<file path="src/hw/rtl/toy_cpu_execute_unit_assert.svh">
// assertion macros shared by the execute unit rtl
// expects clk and rst_n in the scope where a macro is used
`ifndef TOY_CPU_EXECUTE_UNIT_ASSERT_SVH
`define TOY_CPU_EXECUTE_UNIT_ASSERT_SVH

// antecedent implies consequent in the same cycle
`define TCPU_ASSERT_IMPL(lbl, ante, cons) \
    lbl: assert property (@(posedge clk) disable iff (!rst_n) (ante) |-> (cons)) \
        else $error("same-cycle check failed");

// antecedent implies consequent in the following cycle
`define TCPU_ASSERT_NEXT(lbl, ante, cons) \
    lbl: assert property (@(posedge clk) disable iff (!rst_n) (ante) |=> (cons)) \
        else $error("next-cycle check failed");

`endif

</file>
<file path="src/hw/rtl/tcpu_pkg.sv">
// types and constants of the toy cpu execute unit
// no dependencies
package tcpu_pkg;

    localparam int DATA_W        = 16;
    localparam int DEF_MEM_BYTES = 32768;
    localparam int DEF_NUM_REGS  = 16;
    localparam int REGIDX_W      = 5;

    localparam logic [DATA_W-1:0] IP_STEP = 16'd4;

    // mov with a nonzero source index up to this value stores a register to memory
    localparam logic [3:0] MOV_STORE_MAX = 4'd4;

    typedef enum logic [3:0] {
        OP_HALT = 4'd0,
        OP_MOV  = 4'd1,
        OP_ADD  = 4'd2,
        OP_SUB  = 4'd3,
        OP_MUL  = 4'd4,
        OP_DIV  = 4'd5,
        OP_AND  = 4'd6,
        OP_OR   = 4'd7,
        OP_NOT  = 4'd8,
        OP_CMP  = 4'd9,
        OP_JMP  = 4'd10,
        OP_IN   = 4'd11,
        OP_OUT  = 4'd12
    } op_t;

    // jump conditions carried in the source index field
    localparam logic [3:0] JC_ALWAYS = 4'd0;
    localparam logic [3:0] JC_EQ     = 4'd1;
    localparam logic [3:0] JC_GT     = 4'd2;
    localparam logic [3:0] JC_LT     = 4'd3;

    localparam logic [1:0] FLAG_EQ = 2'b00;
    localparam logic [1:0] FLAG_GT = 2'b01;
    localparam logic [1:0] FLAG_LT = 2'b11;

    typedef enum logic [2:0] {
        ST_CLEAR,
        ST_IDLE,
        ST_REG,
        ST_MEM,
        ST_DIV
    } state_t;

endpackage

</file>
<file path="src/hw/rtl/tcpu_div.sv">
// iterative signed divider, one quotient bit per cycle, truncating toward zero
// depends on tcpu_pkg
module tcpu_div (
    input  logic                              clk,
    input  logic                              rst_n,
    input  logic                              start,
    input  logic signed [tcpu_pkg::DATA_W-1:0] dividend,
    input  logic signed [tcpu_pkg::DATA_W-1:0] divisor,
    output logic                              done,
    output logic signed [tcpu_pkg::DATA_W-1:0] quotient
);
    import tcpu_pkg::*;

    localparam int CNT_W = $clog2(DATA_W + 1);

    logic              busy_reg;
    logic              done_reg;
    logic [CNT_W-1:0]  cnt_reg;
    logic [DATA_W-1:0] rem_reg;
    logic [DATA_W-1:0] quo_reg;
    logic [DATA_W-1:0] den_reg;
    logic              neg_reg;

    logic [DATA_W:0]   rem_sh;
    logic [DATA_W:0]   diff;
    logic [DATA_W-1:0] num_abs;
    logic [DATA_W-1:0] den_abs;

    assign num_abs = dividend[DATA_W-1] ? (~dividend + 1'b1) : dividend;
    assign den_abs = divisor[DATA_W-1] ? (~divisor + 1'b1) : divisor;
    assign rem_sh  = {rem_reg, quo_reg[DATA_W-1]};
    assign diff    = rem_sh - {1'b0, den_reg};

    always_ff @(posedge clk or negedge rst_n)
    begin
        if (!rst_n)
        begin
            busy_reg <= 1'b0;
            done_reg <= 1'b0;
            cnt_reg  <= '0;
        end
        else if (start)
        begin
            busy_reg <= 1'b1;
            done_reg <= 1'b0;
            cnt_reg  <= CNT_W'(DATA_W);
        end
        else if (busy_reg)
        begin
            cnt_reg <= cnt_reg - 1'b1;
            if (cnt_reg == CNT_W'(1))
            begin
                busy_reg <= 1'b0;
                done_reg <= 1'b1;
            end
        end
    end

    always_ff @(posedge clk)
    begin
        if (start)
        begin
            rem_reg <= '0;
            quo_reg <= num_abs;
            den_reg <= den_abs;
            neg_reg <= dividend[DATA_W-1] ^ divisor[DATA_W-1];
        end
        else if (busy_reg)
        begin
            // restoring step: keep the difference when it did not go negative
            if (!diff[DATA_W])
            begin
                rem_reg <= diff[DATA_W-1:0];
                quo_reg <= {quo_reg[DATA_W-2:0], 1'b1};
            end
            else
            begin
                rem_reg <= rem_sh[DATA_W-1:0];
                quo_reg <= {quo_reg[DATA_W-2:0], 1'b0};
            end
        end
    end

    assign done     = done_reg;
    assign quotient = neg_reg ? (~quo_reg + 1'b1) : quo_reg;

endmodule
</file>
<file path="config.mk">
export PLATFORM = sky130hd
export DESIGN_NAME = tcpu_div
export DESIGN_NICKNAME = d
export VERILOG_FILES = /design/src/hw/rtl/toy_cpu_execute_unit_assert.svh /design/src/hw/rtl/tcpu_pkg.sv /design/src/hw/rtl/tcpu_div.sv
export SDC_FILE = /design/constraint.sdc
export NUM_CORES = 1
export LEC_CHECK = 0
export BUFFER_PORTS_ARGS = -buffer_cell sky130_fd_sc_hd__buf_2
export CAP_MARGIN = 40
export CORE_MARGIN = 1.5
export CORE_UTILIZATION = 58
export DETAILED_ROUTE_END_ITERATION = 12
export GPL_TIMING_DRIVEN = 0
export PLACE_DENSITY = 0.8
export SLEW_MARGIN = 20
export SYNTH_ARGS = -nofsm -noshare
export SYNTH_HDL_FRONTEND = slang
export SYNTH_SLANG_ARGS = --single-unit
</file>
<file path="constraint.sdc">
create_clock -name clk -period 3.05 [get_ports clk]
set_input_delay 0.1525 -clock clk [delete_from_list [all_inputs] [get_ports clk]]
set_output_delay 0.1525 -clock clk [all_outputs]
set_load 0.1 [all_outputs]
</file>
==> flow_summary_export.csv <==
group,metric,value,unit
synthesis,synth_area_per_cell,9.084,um^2
floorplanning,die_y,85.16,um
routing,drt_pass1_iterations,11,
setup_path,crit_arrival,2.95,ns
cells_and_area,diodes,0,
clocking,cts_buffers,5,
sta,finalSetupTns,0,ns
place,numPortBuffers,51,
setup_path,crit_chain,"inv_1, ha_1, fa_1, nand2b_1, a21oi_2, o21ai_1, nand3b_1, xor2_2, buf_4, mux2i_1, a211oi_1",
sta,hold_viol,0,
routing,wl_per_cell,14.47,um
synthesis,syn-num-nets,488,
clocking,clock_latency,0.30,ns
synthesis,synth_cells,431,
setup_path,setup.worst_path.start_class,"flip-flop",
global_route,antenna_found_initial,0,
sta,relSlewSlack,56.01,%
synthesis,synthesis.area,3915,um^2
place,dp_hpwl,6548,um
power,ir_drop,0.4564,mV
synthesis,yosysTopAreaCell,"edfxtp_1",
synthesis,yosys_warnings,0,
global_route,grt_util_all_layers,23.24,%
clocking,cts_sinks,56,
sta,finalSetupViolCount,0,
setup_path,critPathSlowestCell,"edfxtp_1",
synthesis,synthArstFlopShare,12.50,%
place,gp_congestion,0.8247,
synthesis,ys_types,55,
sta,rsz0062_at_grt,"false",
sta,final.setup_skew,0.01341,ns
global_route,grt_pass1_wl,13700,um
routing,vias,3269,
routing,ant_nets,0,
status,status,"complete, but fails checks",
run,maxCapViolations,0,
clocking,post_cts_buffers,0,
setup_path,worstPathMaxFanout,10,
clocking,cts_tree,"built",
synthesis,ys_top_cells_by_area,"edfxtp_1 25%, xnor2_1 8.7%, dfxtp_1 8.2%",
power,finalPower,3580,uW
global_route,grt-ovfl-total,0,
routing,drt_iter0_drc,172,
power,p_leak,0.001840,uW
clocking,cts_root_buffer,"clkbuf_8",
floorplanning,ioPinCount,52,
setup_path,required,3.22,ns
synthesis,ys_seq_area_share,37.97,%
cells_and_area,drive_gt1_share,15.27,%
status,violations,"design-rule violations",
setup_path,end_kind,"flip-flop",
floorplanning,rows,29,
global_route,grt_max_degree,19,
routing,detail_route.vias_per_cell,5.755,
worst_hold_path,hp-class,"primary input to flip-flop",
clocking,cts_max_level,2,
synthesis,synth_edf_count,33,
sta,fmax,0.3602,GHz
power,p_per_area,814.4,nW/um^2
floorplanning,core_region_area,6422,um^2
routing,routed_wl,8220,um
clocking,clkTransAtPathRegs,0.10,ns
setup_path,slowest_delay,0.42,ns
floorplanning,die-area,7252,um^2
sta,fin_crit,2.776,ns
clocking,clk_path_buf_depth,2,
global_route,grt_pass1_vias,3063,
synthesis,ys_ff_latch,56,
floorplanning,start_util,60.96,%
cells_and_area,finalNetCount,547,
floorplanning,die_x,85.16,um
routing,drc_errors,2,
cells_and_area,syn_to_final_growth,12.27,%
sta,finalMaxSlewViolations,0,
synthesis,yosysTopAreaCellShare,25.31,%
synthesis,synthFlopType,"edfxtp_1",
sta,worst_pin_slew,0.6592,ns
setup_path,path_class,"flip-flop to flip-flop",
sta,finalCritPeriodShare,91.02,%
critical path: cells and delay by family, from the launching register on:
| family | cells | cell delay, ns |
|---|---|---|
| AO/OA/AOI/OAI | 3 | 0.43 |
| XOR/XNOR | 1 | 0.26 |
| adder cells (fa/ha/maj) | 2 | 0.62 |
| buffers and inverters | 2 | 0.33 |
| flip-flops | 1 | 0.42 |
| multiplexers | 1 | 0.25 |
| AND/OR/NAND/NOR | 2 | 0.33 |
logic make-up after synthesis:
logic type,synth area share [%]
xor gates and xnor gates,12.75
buffers and inverters,5.241
muxes,3.356
adders and majority gates,7.223
DFF,37.97
and+or+nand+nor,17.29
AOI/OAI and AO/OA,16.17
power by group:
group          internal, uW  switching, uW  total (uW)
clock network           239            225         465
registers               997            170        1170
logic                   672           1280        1950
layer usage:
metal | up-vias | track usage [%] | wire length [um]
li1 | 1640 | - | -
met1 | 1544 | 32.71 | 3895
met2 | 74 | 38.24 | 3885
met3 | 11 | 2.724 | 327
met4 | 0 | 6.110 | 111
met5 | - | 0 | 0
final cells by class:
cell class | instances | area, um^2
timing repair buffer | 52 | 265.3
clock inverter | 3 | 37.54
buffer | 18 | 93.84
sequential | 56 | 1486
multi-input combinational | 327 | 2235
tap | 77 | 96.34
clock buffer | 5 | 68.82
inverter | 30 | 112.6
fill | 517 | 2027
synth_stat cells, types with 3 or more instances:
library cell,count
xor2_1,18
nor3_1,10
a21o_1,5
nand3b_1,4
nor4_1,4
inv_1,30
nand2_1,40
dfrtp_1,7
clkbuf_1,11
nor2_1,40
or3_1,8
edfxtp_1,33
o221ai_1,3
dfxtp_1,16
a211oi_1,9
o41ai_1,3
xnor2_1,39
nand3_1,5
a21oi_1,32
nand2b_1,10
ha_1,21
o31ai_1,11
mux2i_1,12
o21ai_0,20
worst paths after layout:
kind / endpoint / slack, ns / cells after the start / start
max in group asynchronous: cnt_reg[1]$_DFFE_PN0P_ / 2.69 / 2 / rst_n
max: rem_reg[12]$_SDFFE_PP0P_ / 0.27 / 11 / quo_reg[15]$_DFFE_PP_
min in group asynchronous: done$_DFFE_PN0P_ / 0.20 / 2 / rst_n
min reg2reg: done$_DFFE_PN0P_ / 0.51 / 2 / done$_DFFE_PN0P_
max reg2reg: rem_reg[12]$_SDFFE_PP0P_ / 0.27 / 11 / quo_reg[15]$_DFFE_PP_
min: den_reg[0]$_DFFE_PP_ / 0.05 / 1 / divisor[0]
metrics by stage:
step	cells	utilization [%]	hold WS [ns]	area [um^2]	worst slack, ns
2_1_floorplan	431	-	-0.1431	3915	0.1216
3_3_place_gp	559	66.43	-0.01122	4267	-0.0006284
3_5_place_dp	559	66.43	-0.003031	4267	-0.03543
4_1_cts	568	68.26	0.04054	4384	0.1213
5_1_grt	568	68.44	0.04342	4395	0.07281
6_report	568	68.44	0.04679	4395	0.2740
cell usage in the layout, fill, tap and decap left out, drive strengths merged, types with 3 or more instances in the layout:
cell type | netlist | layout
o31ai | 12 | 12
or3 | 11 | 11
mux2i | 12 | 12
xnor2 | 39 | 39
nand2b | 10 | 10
a211oi | 9 | 9
nor2 | 40 | 40
a21oi | 32 | 32
ha | 21 | 21
nand3 | 5 | 5
o41ai | 4 | 4
o221ai | 3 | 3
o21ai | 21 | 21
nor4 | 4 | 4
inv | 30 | 30
nand2 | 40 | 40
xor2 | 18 | 18
nor3 | 10 | 10
a21o | 5 | 5
nand3b | 4 | 4
clkbuf | 11 | 16
dfxtp | 16 | 16
edfxtp | 33 | 33
dfrtp | 7 | 7
buf | 7 | 58
timing repair:
item                                    4_1_cts  5_1_grt
endpoints found under the setup margin        4       14
resized for setup                             1        2
endpoints found under the hold margin         7        0
hold buffers                                  1        0
No activity file was read; power rests on OpenSTA's default activity.
